<file path="config.mk">
export PLATFORM = sky130hd
export DESIGN_NAME = booth_radix2_signed_multiplier
export DESIGN_NICKNAME = d
export VERILOG_FILES = /design/src/rtl/brsm_pkg.sv /design/src/rtl/brsm_cell.sv /design/src/rtl/booth_radix2_signed_multiplier.sv
export SDC_FILE = /design/constraint.sdc
export NUM_CORES = 1
export LEC_CHECK = 0
export BUFFER_PORTS_ARGS = -buffer_cell sky130_fd_sc_hd__buf_2
export CAP_MARGIN = 40
export CORE_MARGIN = 4
export CORE_UTILIZATION = 35
export CTS_BUF_LIST = sky130_fd_sc_hd__clkbuf_16
export CTS_CLUSTER_DIAMETER = 40
export DETAILED_ROUTE_END_ITERATION = 8
export GPL_ROUTABILITY_DRIVEN = 0
export SLEW_MARGIN = 5
export SYNTH_ARGS = -nofsm -noshare
export SYNTH_HDL_FRONTEND = slang
export SYNTH_HIERARCHICAL = 1
export SYNTH_SLANG_ARGS = --single-unit
</file>
<file path="constraint.sdc">
create_clock -name clk -period 5.5 [get_ports clk]
set_input_delay 0.275 -clock clk [delete_from_list [all_inputs] [get_ports clk]]
set_output_delay 0.275 -clock clk [all_outputs]
set_load 0.02 [all_outputs]
</file>
<file path="src/rtl/brsm_pkg.sv">
// Shared constants for the radix-2 Booth signed multiplier.
// Holds the fixed port field widths and the Booth pair codes used by the cells.
// No dependencies.
package brsm_pkg;

  // Fixed field widths on the stream ports.
  localparam int OPERAND_W = 16;
  localparam int PRODUCT_W = 32;
  localparam int IN_TDATA_W = 2 * OPERAND_W;
  localparam int OUT_TDATA_W = PRODUCT_W;

  // Booth pair codes, written as {multiplier LSB, extra bit}.
  localparam logic [1:0] BOOTH_SUB = 2'b10;
  localparam logic [1:0] BOOTH_ADD = 2'b01;

endpackage

</file>
<file path="src/rtl/brsm_cell.sv">
// One Booth step cell of the multiplier chain: add or subtract, then shift.
// Holds one word's partial state and hands it on when the next cell is ready.
// Depends on brsm_pkg.
module brsm_cell #(
  parameter int WIDTH = 16
) (
  input  logic             clk,
  input  logic             rst,
  input  logic             in_valid,
  output logic             in_ready,
  input  logic [WIDTH-1:0] in_acc,
  input  logic [WIDTH-1:0] in_mplr,
  input  logic             in_extra,
  input  logic [WIDTH-1:0] in_mcand,
  output logic             out_valid,
  input  logic             out_ready,
  output logic [WIDTH-1:0] out_acc,
  output logic [WIDTH-1:0] out_mplr,
  output logic             out_extra,
  output logic [WIDTH-1:0] out_mcand
);
  import brsm_pkg::*;

  logic [WIDTH-1:0] sum;
  logic [WIDTH-1:0] acc_next;
  logic [WIDTH-1:0] mplr_next;

  // Booth recoding of the current pair picks subtract, add or hold.
  always_comb begin
    case ({in_mplr[0], in_extra})
      BOOTH_SUB: sum = in_acc - in_mcand;
      BOOTH_ADD: sum = in_acc + in_mcand;
      default:   sum = in_acc;
    endcase
    acc_next  = {sum[WIDTH-1], sum[WIDTH-1:1]};
    mplr_next = {sum[0], in_mplr[WIDTH-1:1]};
  end

  // The cell takes a new word when it is empty or its word moves on.
  assign in_ready = !out_valid || out_ready;

  always_ff @(posedge clk) begin
    if (rst) begin
      out_valid <= 1'b0;
    end else if (in_ready) begin
      out_valid <= in_valid;
    end
  end

  // Payload registers load only with a word.
  always_ff @(posedge clk) begin
    if (in_ready && in_valid) begin
      out_acc   <= acc_next;
      out_mplr  <= mplr_next;
      out_extra <= in_mplr[0];
      out_mcand <= in_mcand;
    end
  end

endmodule

</file>
<file path="src/rtl/booth_radix2_signed_multiplier.sv">
// Top level of the radix-2 Booth signed multiplier: a chain of WIDTH step cells.
// Depends on brsm_pkg and brsm_cell.
//
// Usage:
//   Operand words enter on the s_axis channel (multiplicand in tdata[15:0],
//   multiplier in tdata[31:16]); each gives one product word on m_axis
//   (tdata[31:0], signed). A word is taken when tvalid and tready are high.
//   An accepted word reaches m_axis_tvalid through all WIDTH cells, each of
//   which does one Booth step and registers it. Throughput is one word per
//   cycle while the receiver takes words: every cell holds a different word,
//   so a new pair can enter each cycle while older ones are still in the chain.
//   The last cell is the output register. When the receiver stalls, words
//   keep moving into empty cells behind it; s_axis_tready drops only once
//   every cell holds a word. Reset clears all valid bits, so the chain comes
//   up empty with s_axis_tready high and m_axis_tvalid low.
//   For WIDTH below 16 the operands are taken as their low WIDTH bits and the
//   product is sign-extended; above 16 the operands are sign-extended and the
//   product is cut to its low 32 bits.
module booth_radix2_signed_multiplier #(
  parameter int WIDTH = 16
) (
  input  logic                              clk,
  input  logic                              rst,
  input  logic                              s_axis_tvalid,
  output logic                              s_axis_tready,
  // Fields from bit 0: multiplicand[15:0], multiplier[15:0].
  input  logic [brsm_pkg::IN_TDATA_W-1:0]   s_axis_tdata,
  output logic                              m_axis_tvalid,
  input  logic                              m_axis_tready,
  // Fields from bit 0: product[31:0].
  output logic [brsm_pkg::OUT_TDATA_W-1:0]  m_axis_tdata
);
  import brsm_pkg::*;

  logic [OPERAND_W-1:0] in_mcand;
  logic [OPERAND_W-1:0] in_mplr;
  logic [WIDTH-1:0]     mcand_w;
  logic [WIDTH-1:0]     mplr_w;

  logic             valid_c [0:WIDTH];
  logic             ready_c [0:WIDTH];
  logic [WIDTH-1:0] acc_c   [0:WIDTH];
  logic [WIDTH-1:0] mplr_c  [0:WIDTH];
  logic             extra_c [0:WIDTH];
  logic [WIDTH-1:0] mcand_c [0:WIDTH];
  logic [WIDTH-1:0] cell_full;

  logic [2*WIDTH-1:0] prod_w;

  assign in_mcand = s_axis_tdata[OPERAND_W-1:0];
  assign in_mplr  = s_axis_tdata[IN_TDATA_W-1:OPERAND_W];

  // Fit the 16-bit operands to the datapath width.
  generate
    if (WIDTH <= OPERAND_W) begin : g_in_trunc
      assign mcand_w = in_mcand[WIDTH-1:0];
      assign mplr_w  = in_mplr[WIDTH-1:0];
    end else begin : g_in_sext
      assign mcand_w = {{(WIDTH-OPERAND_W){in_mcand[OPERAND_W-1]}}, in_mcand};
      assign mplr_w  = {{(WIDTH-OPERAND_W){in_mplr[OPERAND_W-1]}}, in_mplr};
    end
  endgenerate

  // Head of the chain: accumulator and extra bit start at zero.
  assign valid_c[0]  = s_axis_tvalid;
  assign acc_c[0]    = '0;
  assign mplr_c[0]   = mplr_w;
  assign extra_c[0]  = 1'b0;
  assign mcand_c[0]  = mcand_w;
  assign s_axis_tready = ready_c[0];
  assign ready_c[WIDTH] = m_axis_tready;

  // One cell per Booth step.
  genvar k;
  generate
    for (k = 0; k < WIDTH; k++) begin : g_cell
      brsm_cell #(.WIDTH(WIDTH)) u_cell (
        .clk       (clk),
        .rst       (rst),
        .in_valid  (valid_c[k]),
        .in_ready  (ready_c[k]),
        .in_acc    (acc_c[k]),
        .in_mplr   (mplr_c[k]),
        .in_extra  (extra_c[k]),
        .in_mcand  (mcand_c[k]),
        .out_valid (valid_c[k+1]),
        .out_ready (ready_c[k+1]),
        .out_acc   (acc_c[k+1]),
        .out_mplr  (mplr_c[k+1]),
        .out_extra (extra_c[k+1]),
        .out_mcand (mcand_c[k+1])
      );
      assign cell_full[k] = valid_c[k+1];
    end
  endgenerate

  // Product is the accumulator over the shifted multiplier.
  assign prod_w = {acc_c[WIDTH], mplr_c[WIDTH]};
  assign m_axis_tvalid = valid_c[WIDTH];

  generate
    if (2 * WIDTH >= PRODUCT_W) begin : g_out_trunc
      assign m_axis_tdata = prod_w[PRODUCT_W-1:0];
    end else begin : g_out_sext
      assign m_axis_tdata = {{(PRODUCT_W-2*WIDTH){prod_w[2*WIDTH-1]}}, prod_w};
    end
  endgenerate

  // The chain comes out of reset empty.
  a_reset_empty: assert property (@(posedge clk) rst |=> !m_axis_tvalid)
    else $error("output valid right after reset");

  // Input backpressure only when every cell holds a word and the output stalls.
  a_stall_full: assert property (@(posedge clk) disable iff (rst)
    !s_axis_tready |-> (&cell_full) && !m_axis_tready)
    else $error("input stalled while the chain has room");

  // An accepted word lands in the first cell.
  a_accept_first: assert property (@(posedge clk) disable iff (rst)
    s_axis_tvalid && s_axis_tready |=> valid_c[1])
    else $error("accepted word lost at the first cell");

endmodule
</file>
==> run summary, run 1 <==
GRT Util Overall: 0.145
critical path peak fanout: 3
Core Region: 126000 um2
PortBufs: 69
CTS sink count: 767
CTS Buf Count: 121
Detailed Route WL: 98100 um
slowest CP cell: dfxtp_1
Hold Path Class: primary input to flop
Worst Skew: 0.0836 ns
GRT Residual Overflow: 0
Inserted Diodes: 0
outcome: finished, final reports clean
Area growth syn-to-layout: 15.5%
RSZ-0062 raised after global routing: no
Crit. End Element: primary output
wire per inst: 16.8 um
clock root buffer: clkbuf_16
std cell rows: 130
CP arrival: 4.26 ns
Skew-Pair Late Insertion Delay: 0.73 ns
dpl hpwl: 74400 um
length of the first detailed-routing pass in iterations: 7
layout cell share with drive strength beyond 1: 0.116
Reg2Reg Setup Slack: 1.17 ns
mean area per synthesized cell: 11.4 um2
postcts setup bufs: 0
DR DRC count: 0
PwrDens: 290 nW/um2
pin count of the biggest net entering global routing: 49
Worst R2R Path Depth: 18
YS warnings: 6
max cap viols: 0
hold depth: 2
mapped cell area: 44500 um2
CP dominant cell by count: nand2b_1
minimum clock period: 4.53 ns
Max Fclk: 221 MHz
first-pass GRT wire length: 155000 um
antenna violations before repair: 1
actual slew at the worst max-slew pin: 0.849 ns
fin crit share: 0.824
critical path class: flop to primary output
critical path data required time: 5.22 ns
nets: 4463
Worst Path Buf+Inv: 1
Reg clk slew, reported paths: 0.05 ns
final slew viol count: 0
VDD IR-drop max: 0.269 mV
CTS max path bufs: 3
final total power: 14.9 mW
DRT iter0 DRCs: 1727
Lkg Pwr: 19.0 nW
CTS tree: yes
Post-Syn Instances: 3897
H-tree levels: 3
Hold EP: g_cell[0].u_cell/out_mplr[0]$_DFFE_PP_
Worst R2R End: g_cell[0].u_cell/out_mplr[6]$_DFFE_PP_
Hold Path Origin: s_axis_tdata[17]
Final Hold Fails: 0
Vias: 29700
Setup Viol. Count Final: 0
Max transition margin: 0.434
drt via density: 5.09
CP Cell Sequence: nand2b_1, nand2b_1, nand2b_1, nand2b_1, nand2b_1, nand2b_1, nand2b_1, nand2b_1, nand2b_1, nand2b_1, nand2b_1, nand2b_1, nand2b_1, nand2b_1, nand2b_1, nand2b_1, buf_2
vias in the first global route: 28800
die height: 364 um
CP peak stage delay: 0.33 ns
Setup TNS Final: 0 ns
post-placement cell area: 46800 um2
type of origin of the critical path: flop
r2r startpoint: g_cell[15].u_cell/out_valid$_SDFFE_PP0N_
Post-CTS Resized: 0
Ports: 70
full die area: 133000 um2
CP top delay family: simple AND/OR/NAND/NOR gates
Die Wd: 364 um
Final Instance Area: 51400 um2
Initial Util: 0.353
Antenna Nets Post-Route: 0
placed cells by master (no fill, tap or decap), types with 18 or more instances in the layout:
| master | n |
|---|---|
| edfxtp_1 | 751 |
| a21oi_1 | 350 |
| ha_1 | 336 |
| nand2_1 | 318 |
| xor2_1 | 284 |
| o21ai_0 | 269 |
| nor2_1 | 213 |
| inv_1 | 158 |
| clkbuf_16 | 122 |
| xnor2_1 | 120 |
| nor3_1 | 110 |
| a21o_1 | 95 |
| nand3_1 | 80 |
| buf_2 | 69 |
| o211ai_1 | 57 |
| mux2_2 | 55 |
| nor3b_1 | 47 |
| a211oi_1 | 39 |
| conb_1 | 38 |
| dlygate4sd3_1 | 37 |
| a31oi_1 | 34 |
| nand2b_1 | 33 |
| o21bai_1 | 30 |
| o21a_1 | 26 |
| o21ai_1 | 24 |
| buf_4 | 21 |
| inv_6 | 20 |
| and3_1 | 20 |
| nor4_1 | 19 |
| a21boi_0 | 19 |
| clkinvlp_4 | 18 |
| or4_1 | 18 |
how the worst max path moves through the flow:
stage	startpoint	to	slack (ns)	cells after the start
3_3_place_gp	m_axis_tready	g_cell[0].u_cell/out_acc[13]$_DFFE_PP_	1.11	18
2_1_floorplan	g_cell[15].u_cell/out_valid$_SDFFE_PP0N_	g_cell[0].u_cell/out_acc[0]$_DFFE_PP_	1.37	17
6_report	g_cell[15].u_cell/out_valid$_SDFFE_PP0N_	s_axis_tready	0.97	17
4_1_cts	g_cell[15].u_cell/out_valid$_SDFFE_PP0N_	s_axis_tready	0.92	17
3_5_place_dp	m_axis_tready	g_cell[0].u_cell/out_mplr[7]$_DFFE_PP_	1.18	19
5_1_grt	g_cell[15].u_cell/out_valid$_SDFFE_PP0N_	s_axis_tready	0.59	17
power breakdown:
group	total [mW]	switching [mW]	leakage (nW)	internal, mW
logic	0.809	0.459	9.93	0.351
registers	6.50	0.0505	7.07	6.45
clock network	7.58	2.98	2.01	4.60
area by class of cell:
class | count | area (um2)
Fill cell | 12000 | 74500
Clock buffer | 122 | 3050
Clock inverter | 105 | 1130
Timing Repair Buffer | 134 | 1030
Multi-Input combinational cell | 2898 | 20700
Sequential cell | 767 | 22900
Inverter | 153 | 574
Tap cell | 1650 | 2060
state kept, by name, indices dropped and copies added, names as in the netlist:
signal,count
g_cell.u_cell/out_extra,15
g_cell.u_cell/out_valid,16
g_cell.u_cell/out_acc,240
g_cell.u_cell/out_mcand,240
g_cell.u_cell/out_mplr,256
stage by stage:
step / instances / setup slack, ns / utilization / hold WS [ns]
after floorplan: 3934 / 1.37 / - / 0.344
after global placement: 5558 / 1.11 / 0.371 / 0.401
after detailed placement: 5565 / 1.18 / 0.372 / 0.405
after CTS: 5829 / 0.919 / 0.408 / 0.204
after global routing: 5829 / 0.587 / 0.408 / 0.236
final: 5829 / 0.966 / 0.408 / 0.272
what timing repair did:
action,4_1_cts,5_1_grt
hold endpoints to repair,45,0
setup endpoints to repair,0,0
hold buffers,37,0
routing by layer:
layer  routed length, um  vias to the layer above  GRT usage
li1                    -                    14900          -
met1               43100                    14000      0.183
met2               48700                      549      0.258
met3                3850                      160     0.0218
met4                2420                        0     0.0426
met5                   0                        -          0
(Power assumes the default switching activity.)
==> run 2, diff against run 1 <==
ABC_AREA = 1   (was not set)
clock period = 4.1 ns   (was 5.5 ns; I/O delays follow)
==> run 2 against run 1 <==
Setup slack got worse by 0.70 ns; via count grew 16%; highest routed layer unchanged; clock power is 26% higher; hold slack got worse by 0.053 ns; core utilization fell by 0.22 points; area after synthesis up 4.1%; critical endpoint unchanged; clock skew down 0.011 ns; power rose by 35%; wire length rose by 11%; critical path type unchanged; cell area up 3.9%.
==> run summary, run 2 <==
CP peak stage delay: 0.32 ns (was 0.33 ns)
commonest cells after routing, fill and taps aside: nand2_1 (1528), edfxtp_1 (751), inv_1 (452), nor2_1 (397), ha_1 (336) (was edfxtp_1 (751), a21oi_1 (350), ha_1 (336), nand2_1 (318), xor2_1 (284))
Initial Util: 0.352 (was 0.353)
Combinational Power Share: 0.084 (was 0.054)
CTS Buf Count: 111 (was 121)
PwrDens: 377 nW/um2 (was 290 nW/um2)
nets: 5727 (was 4463)
outcome: finished, final reports clean (unchanged)
final slew viol count: 0 (unchanged)
type of origin of the critical path: flop (unchanged)
Antenna Nets Post-Route: 0 (unchanged)
Hold Path Class: primary input to flop (unchanged)
post-placement cell area: 49000 um2 (was 46800 um2)
biggest regs: g_cell.u_cell/out_mplr: 256 flops, g_cell.u_cell/out_acc: 240 flops, g_cell.u_cell/out_mcand: 240 flops (unchanged)
Largest register FFs: 256 (unchanged)
Top reg by flops: g_cell.u_cell/out_mplr (unchanged)
GRT Residual Overflow: 0 (unchanged)
Max transition margin: 0.439 (was 0.434)
final total power: 20.1 mW (was 14.9 mW)
layout cell share with drive strength beyond 1: 0.109 (was 0.116)
Ports: 70 (unchanged)
full die area: 138000 um2 (was 133000 um2)
setup ws final: 0.268 ns (was 0.966 ns)
mapped cell area: 46300 um2 (was 44500 um2)
slowest CP cell: dfxtp_2 (was dfxtp_1)
dpl hpwl: 85500 um (was 74400 um)
clock root buffer: clkbuf_16 (unchanged)
H-tree levels: 3 (unchanged)
antenna violations before repair: 3 (was 1)
std cell rows: 133 (was 130)
Core Region: 131000 um2 (was 126000 um2)
GRT Util Overall: 0.156 (was 0.145)
Lkg Pwr: 22.7 nW (was 19.0 nW)
Psw: 5.01 mW (was 3.49 mW)
Setup Viol. Count Final: 0 (unchanged)
pin count of the biggest net entering global routing: 49 (unchanged)
Reg power frac: 0.441 (was 0.437)
Crit. End Element: primary output (unchanged)
Worst Skew: 0.0725 ns (was 0.0836 ns)
actual slew at the worst max-slew pin: 0.839 ns (was 0.849 ns)
die height: 372 um (was 364 um)
Final Hold Fails: 0 (unchanged)
CTS max path bufs: 3 (unchanged)
Max Fclk: 261 MHz
Post-Syn Instances: 5130 (was 3897)
Hold WS: 0.219 ns (was 0.272 ns)
YS warnings: 6 (unchanged)
critical path data required time: 3.89 ns (was 5.22 ns)
minimum clock period: 3.83 ns
pre-CTS setup slack: 0.136 ns (was 1.18 ns)
area occupied by multi-input gates: 21500 um2 (was 20700 um2)
Internal: 15.1 mW (was 11.4 mW)
CP arrival: 3.63 ns (was 4.26 ns)
wire per inst: 15.1 um (was 16.8 um)
most common library cell in the layout ignoring fill and taps: nand2_1 (was edfxtp_1)
critical path class: flop to primary output (unchanged)
vias in the first global route: 32700 (was 28800)
mean area per synthesized cell: 9.03 um2 (was 11.4 um2)
critical path peak fanout: 2 (was 3)
DR DRC count: 0 (unchanged)
CTS tree: yes (unchanged)
Detailed Route WL: 109000 um (was 98100 um)
CP dominant cell by count: inv_2 (was nand2b_1)
FILL cells: 12900 (was 12000)
Final Instance Area: 53400 um2 (was 51400 um2)
Clk pwr share: 0.475 (was 0.509)
first-pass GRT wire length: 173000 um (was 155000 um)
final core occ: 0.406 (was 0.408)
Vias: 34300 (was 29700)
DRT iter0 DRCs: 2106 (was 1727)
Switching Fraction: 0.249 (was 0.234)
Reg clk slew, reported paths: 0.06 ns (was 0.05 ns)
Skew-Pair Late Insertion Delay: 0.72 ns (was 0.73 ns)
Die Wd: 372 um (was 364 um)
sequential cell area: 22900 um2 (about the same)
drt via density: 4.77 (was 5.09)
CTS sink count: 767 (unchanged)
fin crit share: 0.935
VDD IR-drop max: 0.376 mV (was 0.269 mV)
PortBufs: 69 (unchanged)
max cap viols: 0 (unchanged)
length of the first detailed-routing pass in iterations: 6 (was 7)
Area growth syn-to-layout: 15.2% (was 15.5%)
==> run 2: worst paths after layout <==
check | from | end | slack, ns | depth (start not counted)
worst min-delay path | s_axis_tdata[20] | g_cell[0].u_cell/out_mplr[3]$_DFFE_PP_ | 0.22 | 2
worst max register to register | g_cell[15].u_cell/out_valid$_SDFFE_PP0N_ | g_cell[0].u_cell/out_valid$_SDFFE_PP0N_ | 0.57 | 33
worst max-delay path | g_cell[15].u_cell/out_valid$_SDFFE_PP0N_ | s_axis_tready | 0.27 | 32
worst min register to register | g_cell[12].u_cell/out_mplr[7]$_DFFE_PP_ | g_cell[13].u_cell/out_mplr[6]$_DFFE_PP_ | 0.39 | 0
==> run 2: timing repair <==
| item | 4_1_cts | 5_1_grt |
|---|---|---|
| hold buffers | 37 | 0 |
| gates resized for setup | 18 | 4 |
| hold endpoints to repair | 57 | 0 |
| endpoints found under the setup margin | 1 | 1 |
| buffers inserted | 1 | 5 |
==> run 2: power groups by stage <==
stage	Clock, mW	Combinational [mW]	Sequential [mW]
finish	9.54	1.70	8.85
floorplan	0	1.27	8.96
global route	10.2	1.94	8.86
CTS	9.81	1.68	8.86
global placement	0	1.62	9.02
detailed placement	0	1.64	9.02
==> run 2: layer usage <==
layer / GRT usage / vias up / wire length (um)
met5: 0 / - / 0
met1: 0.194 / 15800 / 47500
li1: - / 17600 / -
met4: 0.0459 / 0 / 2820
met2: 0.277 / 717 / 53900
met3: 0.0234 / 175 / 4570
==> run 2: worst max-delay path, delay by kind of cell, from the launching register on <==
| kind | cells | cell delay, ns |
|---|---|---|
| buf+inv | 16 | 1.36 |
| flops | 1 | 0.32 |
| simple gates | 16 | 1.21 |
==> run 2: through the flow <==
step / TNS (ns) / std cells
finish: 0 / 7192
floorplan: 0 / 5167
detailed placement: 0 / 6938
global placement: 0 / 6938
global route: -0.00436 / 7192
CTS: 0 / 7186
==> run 2: layout make-up <==
cell class / instances / share of cell area
Sequential cell: 767 / 0.429
Clock inverter: 97 / 0.0196
Antenna cell: 1 / 0.0000469
Inverter: 502 / 0.0353
Timing Repair Buffer: 139 / 0.0193
Multi-Input combinational cell: 3818 / 0.403
Clock buffer: 113 / 0.0530
Tap cell: 1755 / 0.0412
